**src/rtl/core/nrp_pkg.sv**
```systemverilog
// package for the reader ack and response parser
// holds item and result types, event codes and frame constants; no dependencies
package nrp_pkg;

  localparam int unsigned BUFFER_BYTES = 64;
  localparam int unsigned HELD_W       = $clog2(BUFFER_BYTES + 1);
  localparam int unsigned POS_W        = $clog2(BUFFER_BYTES);
  localparam int unsigned IDX_W        = 6;
  localparam int unsigned WIN_W        = 40;

  localparam logic [WIN_W-1:0] ACK_HEAD    = 40'h00_00FF_00FF;
  localparam logic [7:0]       ACK_TAIL    = 8'h00;
  localparam logic [7:0]       START_BYTE  = 8'h00;
  localparam logic [7:0]       START_CODE  = 8'hFF;
  localparam logic [7:0]       DIR_TO_HOST = 8'hD5;
  localparam logic [2:0]       WIN_FULL    = 3'd5;

  localparam logic OP_BYTE    = 1'b0;
  localparam logic OP_RESTART = 1'b1;

  typedef enum logic [2:0] {
    EV_CONSUMED = 3'd0,
    EV_ACK      = 3'd1,
    EV_PAYLOAD  = 3'd2,
    EV_GOOD     = 3'd3,
    EV_BAD      = 3'd4,
    EV_DROPPED  = 3'd5
  } event_e;

  typedef struct packed {
    logic       opcode;
    logic [7:0] rx_byte;
  } item_t;

  typedef struct packed {
    event_e           event_res;
    logic [7:0]       data_byte;
    logic [IDX_W-1:0] data_index;
    logic [7:0]       response_command;
    logic [IDX_W-1:0] response_length;
  } result_t;

  typedef struct packed {
    logic  valid;
    item_t item;
  } in_link_t;

endpackage

```
**src/rtl/core/nrp_in_stage.sv**
```systemverilog
// input register of the parser
// depends on nrp_pkg
module nrp_in_stage
  import nrp_pkg::*;
(
  input  logic     clk_i,
  input  logic     rst_ni,
  input  logic     valid_i,
  output logic     ready_o,
  input  item_t    item_i,
  output in_link_t link_o,
  input  logic     take_i
);

  logic  valid_q;
  item_t item_q;

  assign ready_o = !valid_q || take_i;
  assign link_o  = '{valid: valid_q, item: item_q};

  always_ff @(posedge clk_i or negedge rst_ni) begin
    if (!rst_ni) begin
      valid_q <= 1'b0;
    end else if (valid_i && ready_o) begin
      valid_q <= 1'b1;
    end else if (take_i) begin
      valid_q <= 1'b0;
    end
  end

  always_ff @(posedge clk_i) begin
    if (valid_i && ready_o) begin
      item_q <= item_i;
    end
  end

endmodule

```
**src/rtl/core/nrp_parser.sv**
```systemverilog
// per-byte state update of the parser and its result register
// depends on nrp_pkg
module nrp_parser
  import nrp_pkg::*;
(
  input  logic     clk_i,
  input  logic     rst_ni,
  input  in_link_t link_i,
  output logic     take_o,
  output logic     valid_o,
  input  logic     ready_i,
  output result_t  result_o
);

  typedef enum logic [1:0] {
    PH_HUNT  = 2'd0,
    PH_FRAME = 2'd1,
    PH_DONE  = 2'd2
  } phase_e;

  phase_e            phase_q, phase_d;
  logic [WIN_W-1:0]  win_q, win_d;
  logic [2:0]        fill_q, fill_d;
  logic [HELD_W-1:0] held_q, held_d;
  logic [POS_W-1:0]  pos_q, pos_d;
  logic [7:0]        len_q, len_d;
  logic [7:0]        sum_q, sum_d;
  logic [7:0]        cmd_q, cmd_d;
  logic              out_v_q;
  result_t           out_q, res;

  assign take_o   = link_i.valid && (!out_v_q || ready_i);
  assign valid_o  = out_v_q;
  assign result_o = out_q;

  always_comb begin
    logic [7:0] b;
    logic [8:0] pos_w;
    logic [7:0] sum_add;
    logic [7:0] lcs_sum;
    b       = link_i.item.rx_byte;
    pos_w   = 9'(pos_q);
    sum_add = sum_q + b;
    lcs_sum = len_q + b;
    phase_d = phase_q;
    win_d   = win_q;
    fill_d  = fill_q;
    held_d  = held_q;
    pos_d   = pos_q;
    len_d   = len_q;
    sum_d   = sum_q;
    cmd_d   = cmd_q;
    res     = '{event_res: EV_CONSUMED, default: '0};
    if (link_i.item.opcode == OP_RESTART) begin
      phase_d = PH_HUNT;
      win_d   = '0;
      fill_d  = '0;
      held_d  = '0;
      pos_d   = '0;
      len_d   = '0;
      sum_d   = '0;
      cmd_d   = '0;
    end else if (held_q >= HELD_W'(BUFFER_BYTES)) begin
      res.event_res = EV_DROPPED;
    end else begin
      held_d = held_q + 1'b1;
      unique case (phase_q)
        PH_HUNT: begin
          if (fill_q >= WIN_FULL && win_q == ACK_HEAD && b == ACK_TAIL) begin
            res.event_res = EV_ACK;
            phase_d       = PH_FRAME;
            pos_d         = '0;
          end
          win_d = {win_q[WIN_W-9:0], b};
          if (fill_q < WIN_FULL) begin
            fill_d = fill_q + 1'b1;
          end
        end
        PH_FRAME: begin
          pos_d = pos_q + 1'b1;
          if (pos_w == 9'd0 || pos_w == 9'd1) begin
            if (b != START_BYTE) res.event_res = EV_BAD;
          end else if (pos_w == 9'd2) begin
            if (b != START_CODE) res.event_res = EV_BAD;
          end else if (pos_w == 9'd3) begin
            len_d = b;
          end else if (pos_w == 9'd4) begin
            if (lcs_sum != 8'h00) res.event_res = EV_BAD;
          end else if (pos_w == 9'd5) begin
            if (b != DIR_TO_HOST) begin
              res.event_res = EV_BAD;
            end else begin
              sum_d = b;
            end
          end else if (pos_w == {1'b0, len_q} + 9'd6) begin
            if (len_q >= 8'd2 && sum_q == 8'h00) begin
              res.event_res       = EV_GOOD;
              res.response_length = IDX_W'(len_q - 8'd2);
            end else begin
              res.event_res = EV_BAD;
            end
          end else if (pos_w == {1'b0, len_q} + 9'd5) begin
            sum_d = sum_add;
          end else begin
            sum_d = sum_add;
            if (pos_w == 9'd6) begin
              cmd_d = b;
            end else begin
              res.event_res  = EV_PAYLOAD;
              res.data_byte  = b;
              res.data_index = IDX_W'(pos_w - 9'd7);
            end
          end
          if (res.event_res == EV_GOOD || res.event_res == EV_BAD) begin
            phase_d = PH_DONE;
          end
        end
        PH_DONE: begin
        end
        default: begin
          phase_d = PH_DONE;
        end
      endcase
    end
    res.response_command = cmd_d;
  end

  always_ff @(posedge clk_i or negedge rst_ni) begin
    if (!rst_ni) begin
      phase_q <= PH_HUNT;
      win_q   <= '0;
      fill_q  <= '0;
      held_q  <= '0;
      pos_q   <= '0;
      len_q   <= '0;
      sum_q   <= '0;
      cmd_q   <= '0;
      out_v_q <= 1'b0;
    end else begin
      if (take_o) begin
        phase_q <= phase_d;
        win_q   <= win_d;
        fill_q  <= fill_d;
        held_q  <= held_d;
        pos_q   <= pos_d;
        len_q   <= len_d;
        sum_q   <= sum_d;
        cmd_q   <= cmd_d;
        out_v_q <= 1'b1;
      end else if (ready_i) begin
        out_v_q <= 1'b0;
      end
    end
  end

  always_ff @(posedge clk_i) begin
    if (take_o) begin
      out_q <= res;
    end
  end

endmodule

```
**src/rtl/core/nfc_reader_ack_and_response_parser_top.sv**
```systemverilog
// top level of the reader ack and response parser
// depends on nrp_pkg, nrp_in_stage and nrp_parser
//
// Takes one received byte or a restart per item, finds the acknowledge
// pattern 00 00 FF 00 FF 00, then checks the response frame that follows
// (start code, length checksum, direction byte D5, data checksum) and gives
// one result item per input item: payload bytes with their index as they
// arrive, and a verdict on the trailer byte or at the first failed check. A
// restart item clears the exchange. Bytes past 64 per exchange are dropped.
// The block takes one item every cycle; a held result stalls the update, and
// the input is held off once the input register is also full. Each result is
// registered in the cycle after its item is taken, while the item sits in the
// input register and the per-byte state update feeds the result register.
module nfc_reader_ack_and_response_parser_top
  import nrp_pkg::*;
(
  input  logic        clk_i,
  input  logic        rst_ni,
  input  logic        s_axis_tvalid,
  output logic        s_axis_tready,
  input  logic [7:0]  s_axis_tdata,   // rx_byte
  input  logic        s_axis_tuser,   // opcode
  output logic        m_axis_tvalid,
  input  logic        m_axis_tready,
  output logic [31:0] m_axis_tdata,   // data_byte, data_index, response_command,
                                      // response_length, zero fill
  output logic [2:0]  m_axis_tuser    // event_res
);

  in_link_t link;
  logic     take;
  result_t  res;

  nrp_in_stage u_in_stage (
    .clk_i   (clk_i),
    .rst_ni  (rst_ni),
    .valid_i (s_axis_tvalid),
    .ready_o (s_axis_tready),
    .item_i  ('{opcode: s_axis_tuser, rx_byte: s_axis_tdata}),
    .link_o  (link),
    .take_i  (take)
  );

  nrp_parser u_parser (
    .clk_i    (clk_i),
    .rst_ni   (rst_ni),
    .link_i   (link),
    .take_o   (take),
    .valid_o  (m_axis_tvalid),
    .ready_i  (m_axis_tready),
    .result_o (res)
  );

  assign m_axis_tuser = res.event_res;
  assign m_axis_tdata = {4'b0000, res.response_length, res.response_command,
                         res.data_index, res.data_byte};

`ifndef SYNTHESIS
  a_stall_full: assert property (@(posedge clk_i) disable iff (!rst_ni)
    !s_axis_tready |-> link.valid && m_axis_tvalid)
    else $error("input stalled with a free stage");

  a_len_good: assert property (@(posedge clk_i) disable iff (!rst_ni)
    m_axis_tvalid && m_axis_tuser != EV_GOOD |-> res.response_length == '0)
    else $error("length given without good frame");

  a_take_drains: assert property (@(posedge clk_i) disable iff (!rst_ni)
    take |=> m_axis_tvalid)
    else $error("taken item gave no result");
`endif

endmodule

```
**config.mk**
```make
export PLATFORM = sky130hd
export DESIGN_NAME = nfc_reader_ack_and_response_parser_top
export DESIGN_NICKNAME = d
export VERILOG_FILES = /design/src/rtl/core/nrp_pkg.sv /design/src/rtl/core/nrp_in_stage.sv /design/src/rtl/core/nrp_parser.sv /design/src/rtl/core/nfc_reader_ack_and_response_parser_top.sv
export SDC_FILE = /design/constraint.sdc
export NUM_CORES = 1
export LEC_CHECK = 0
export CORE_ASPECT_RATIO = 0.9
export CORE_UTILIZATION = 65
export DETAILED_ROUTE_END_ITERATION = 12
export DONT_BUFFER_PORTS = 1
export HOLD_SLACK_MARGIN = 0.06
export PLACE_DENSITY_LB_ADDON = 0.08
export SLEW_MARGIN = 20
export SYNTH_ARGS = -nofsm -noshare
export SYNTH_HDL_FRONTEND = slang
export SYNTH_SLANG_ARGS = --single-unit
```
**constraint.sdc**
```tcl
create_clock -name clk_i -period 6.3 [get_ports clk_i]
set_clock_uncertainty 0.15 [all_clocks]
set_input_delay 0.315 -clock clk_i [delete_from_list [all_inputs] [get_ports clk_i]]
set_output_delay 0.315 -clock clk_i [all_outputs]
set_load 0.02 [all_outputs]
```
==> flow_summary.html <==
<table>
<tr><th>Metric</th><th>Value</th></tr>
<tr><th colspan="2">GRT</th></tr>
<tr><td>Overflow left after global routing</td><td>0</td></tr>
<tr><td>Via count of the first global-routing pass</td><td>4670</td></tr>
<tr><td>Wire length of the first global-routing pass</td><td>24600 microns</td></tr>
<tr><td>Maximum number of pins on one net before global-route repair</td><td>85</td></tr>
<tr><td>GRT Util Overall</td><td>32.3%</td></tr>
<tr><td>Antenna violations before repair</td><td>0</td></tr>
<tr><th colspan="2">CTS</th></tr>
<tr><td>Number of buffers inserted for hold repair after clock tree synthesis</td><td>14</td></tr>
<tr><td>TritonCTS clock tree</td><td>yes</td></tr>
<tr><td># Post-CTS Setup Buffers</td><td>0</td></tr>
<tr><td>CTS H-tree lvls</td><td>4</td></tr>
<tr><td>Clk buf depth</td><td>2</td></tr>
<tr><td>Quantity of gates resized following cts</td><td>0</td></tr>
<tr><td>Skew-Pair Late Insertion Delay</td><td>0.54 ns</td></tr>
<tr><td>Root buffer selected by CTS</td><td>clkbuf_8</td></tr>
<tr><td>Number of sinks on the clock net</td><td>124</td></tr>
<tr><td>Num CTS Buffers</td><td>17</td></tr>
<tr><td>Post-CTS clock slew at the launch and capture registers of the worst setup and hold paths</td><td>0.06 ns</td></tr>
<tr><th colspan="2">Synthesis</th></tr>
<tr><td>Yosys top cell by area</td><td>dfrtp_1</td></tr>
<tr><td>Async set or reset register ratio after synthesis</td><td>67.7%</td></tr>
<tr><td>Area of the mapped netlist</td><td>0.00643 sq mm</td></tr>
<tr><td>Most area-consuming cells after synthesis</td><td>dfrtp_1, edfxtp_1, a22o_1</td></tr>
<tr><td>Seq cells post-synth</td><td>124</td></tr>
<tr><td>Post-synthesis area per instance</td><td>10.8 sq um</td></tr>
<tr><td>Distinct cell type count of the synthesized netlist</td><td>64</td></tr>
<tr><td>Dominant register cell in the synthesized netlist</td><td>dfrtp_1</td></tr>
<tr><td>Share of Yosys cell area claimed by the top area cell type</td><td>32.7%</td></tr>
<tr><td>Sequential element share of the synthesized area</td><td>51.3%</td></tr>
<tr><td>Count of flip-flops with a built-in enable after synthesis</td><td>40</td></tr>
<tr><td>Warning count from the yosys run</td><td>0</td></tr>
<tr><td>Cell count after synthesis</td><td>597</td></tr>
<tr><th colspan="2">Timing</th></tr>
<tr><td>Actual slew at the worst max-slew pin</td><td>0.925 ns</td></tr>
<tr><td>Final setup violation count</td><td>0</td></tr>
<tr><td>Final hold violations</td><td>0</td></tr>
<tr><td>Number of max-slew violations in the final report</td><td>0</td></tr>
<tr><td>Sum of negative setup slack</td><td>0 ns</td></tr>
<tr><td>RSZ-0062 raised after global routing</td><td>no</td></tr>
<tr><td>Period utilization</td><td>56.1%</td></tr>
<tr><td>Headroom to the max-slew limit</td><td>38.4%</td></tr>
<tr><td>Maximum clock frequency</td><td>0.283 GHz</td></tr>
<tr><td>Minimum setup slack in the final design</td><td>2.76 ns</td></tr>
<tr><td>Post-layout minimum cycle time</td><td>3.54 ns</td></tr>
<tr><th colspan="2">Die</th></tr>
<tr><td>Effective utilization at floorplan</td><td>66.6%</td></tr>
<tr><td>Area enclosed by the die boundary</td><td>0.0103 sq mm</td></tr>
<tr><td>Row count</td><td>34</td></tr>
<tr><td>Die boundary height</td><td>96.4 microns</td></tr>
<tr><td>Core area</td><td>0.00966 sq mm</td></tr>
<tr><td>IO Pins</td><td>50</td></tr>
<tr><td>Chip Width</td><td>107 microns</td></tr>
<tr><th colspan="2">Route</th></tr>
<tr><td>Number of iterations in the first detailed-routing pass</td><td>5</td></tr>
<tr><td>Antenna violation net count after detailed routing</td><td>0</td></tr>
<tr><td>Drt total wl</td><td>15400 microns</td></tr>
<tr><td>Vias per Instance</td><td>6.66</td></tr>
<tr><td>Via count</td><td>4911</td></tr>
<tr><td>Number of DRC markers after the initial detailed-route iteration</td><td>396</td></tr>
<tr><td>Final routed wire length divided by cell count</td><td>20.9 microns</td></tr>
<tr><td>Number of remaining DRC errors</td><td>0</td></tr>
<tr><th colspan="2">Power and ir drop</th></tr>
<tr><td>Design Power</td><td>2140 uW</td></tr>
<tr><td>Worst-case vdd ir drop</td><td>0.328 mV</td></tr>
<tr><td>Lkg Pwr</td><td>0.00317 uW</td></tr>
<tr><td>PD cells</td><td>295 mW/mm^2</td></tr>
<tr><th colspan="2">Placed design</th></tr>
<tr><td>Last weighted congestion value of the routability-driven placer</td><td>0.888</td></tr>
<tr><td>Post-place setup slack</td><td>2.84 ns</td></tr>
<tr><td>Placed Area</td><td>0.00646 sq mm</td></tr>
<tr><td>Half-perimeter wire length of the detailed placement result</td><td>9500 microns</td></tr>
<tr><td>Quantity of I/O buffers inserted on ports</td><td>0</td></tr>
<tr><th colspan="2">Worst setup path</th></tr>
<tr><td>Largest fanout on the critical path</td><td>17</td></tr>
<tr><td>Launch instance of the worst register-to-register path</td><td>u_parser.len_q[1]$_DFFE_PN0P_</td></tr>
<tr><td>Endpoint type of the worst setup path</td><td>flip-flop</td></tr>
<tr><td>Launching instance or port of the critical path</td><td>u_parser.len_q[1]$_DFFE_PN0P_</td></tr>
<tr><td>CP Launch Type</td><td>flip-flop</td></tr>
<tr><td>Critical path data arrival time</td><td>3.63 ns</td></tr>
<tr><td>CP Data Required Time</td><td>6.39 ns</td></tr>
<tr><td>Category of the most critical setup path</td><td>flip-flop to flip-flop</td></tr>
<tr><th colspan="2">Final layout</th></tr>
<tr><td>Area Growth Syn to Fin</td><td>12.9%</td></tr>
<tr><td>Share of final-layout standard cells stronger than drive strength 1</td><td>7.53%</td></tr>
<tr><td>ANT cells</td><td>0</td></tr>
<tr><td>Net count, final</td><td>639</td></tr>
<tr><td>Number of filler cells placed in the layout</td><td>615</td></tr>
<tr><td>Multi-input logic area</td><td>0.00290 sq mm</td></tr>
<tr><td>Sequential cell area in the final layout</td><td>0.00330 sq mm</td></tr>
<tr><td>Final Cell Area</td><td>0.00726 sq mm</td></tr>
<tr><th colspan="2">Run</th></tr>
<tr><td>Max-capacitance violation count</td><td>0</td></tr>
<tr><th colspan="2">Run status</th></tr>
<tr><td>Outcome</td><td>finished clean</td></tr>
<tr><th colspan="2">Worst hold path</th></tr>
<tr><td>Class of the tightest hold or removal check</td><td>input port to flip-flop</td></tr>
<tr><td>Worst Min Path Start</td><td>s_axis_tvalid</td></tr>
</table>
## per-layer routing
metal / track usage [%] / up-vias / wire length, microns
met3: 6.98 / 42 / 1090
li1: - / 2204 / -
met5: 0 / - / 0
met2: 51.4 / 236 / 7340
met4: 13.5 / 0 / 376
met1: 43.6 / 2429 / 6630
## flip-flops by register name (all words and copies together), names as in the netlist
signal,count
u_parser.result_o,31
u_parser.pos_q,6
u_parser.valid_o,1
u_parser.len_q,8
u_parser.cmd_q,8
u_parser.fill_q,3
u_parser.held_q,7
u_parser.sum_q,8
u_parser.win_q,40
u_in_stage.link_o,9
u_in_stage.valid_q,1
u_parser.phase_q,2
## kinds of logic after synthesis
family / Yosys count / share of synthesized area (%)
compound gates: 150 / 16.9
xor+xnor: 34 / 4.63
fa+ha+maj: 29 / 5.83
buf+inv: 58 / 3.77
flops: 124 / 51.3
mux: 13 / 2.02
other cells: 1 / 0.0583
simple gates: 188 / 15.5
## final cells by class
cell class / count / area share, %
flip-flops and latches: 124 / 45.5
inverters: 19 / 0.982
clock inverters: 10 / 1.52
well taps: 126 / 2.17
repair buffers: 18 / 2.58
clock buffers: 22 / 7.27
multi-input cells: 418 / 40.0
## where the power goes
| group | internal (uW) | total, uW | switching, uW | leakage, uW |
|---|---|---|---|---|
| logic | 59.4 | 146 | 86.3 | 0.00131 |
| registers | 888 | 965 | 77.5 | 0.00155 |
| clock network | 640 | 1030 | 392 | 0.000312 |
| total | 1590 | 2140 | 556 | 0.00317 |
## critical path: stages (launching register included)
cell and delay (ns):
dfrtp_1 0.58, inv_1 0.14, ha_1 0.33, or3_1 0.34
a22oi_1 0.16, a21oi_1 0.10, or4b_1 0.67, nand3_2 0.40
mux2i_1 0.28, nor2_1 0.08
## final timing paths
path	endpoint	slack, ns	cells after the start
max in group asynchronous	u_parser.win_q[30]$_DFFE_PN0P_	5.47	2
max reg2reg	u_parser.result_o[11]$_DFFE_PP_	2.76	9
min reg2reg	u_parser.win_q[39]$_DFFE_PN0P_	0.36	1
max	u_parser.result_o[11]$_DFFE_PP_	2.76	9
min	u_in_stage.link_o[7]$_DFFE_PP_	0.1	1
min in group asynchronous	u_parser.win_q[10]$_DFFE_PN0P_	0.23	2
## placed cells by master, fill, tap and decap left out, types with 10 or more instances in the layout
| master | instances |
|---|---|
| a21oi_1 | 22 |
| xnor2_1 | 19 |
| nand3_1 | 14 |
| dlygate4sd3_1 | 13 |
| ha_1 | 26 |
| nor3_1 | 12 |
| edfxtp_1 | 40 |
| mux2i_1 | 13 |
| a22oi_1 | 10 |
| clkbuf_16 | 20 |
| nand2_1 | 31 |
| nand4_1 | 11 |
| a22o_1 | 47 |
| nor2_1 | 47 |
| inv_1 | 18 |
| and2_1 | 15 |
| dfrtp_1 | 84 |
| xor2_1 | 15 |
| o21ai_0 | 29 |
| nor4_1 | 10 |
## stage by stage
step,instances,util [%],hold WS (ns)
floorplan,600,-,-0.131
global route,737,75.2,0.0902
detailed placement,691,66.9,-0.129
global placement,691,66.9,-0.128
CTS,737,75.1,0.0821
finish,737,75.2,0.0965
## synth_stat cells (all sizes together), types with 18 or more instances
cell type,number
o21ai,29
ha,26
clkbuf,27
edfxtp,40
dfrtp,84
a21oi,22
a22o,47
nor2,47
nand2,31
xnor2,19
inv,18
Note: power is estimated with default switching activity, not from simulation.
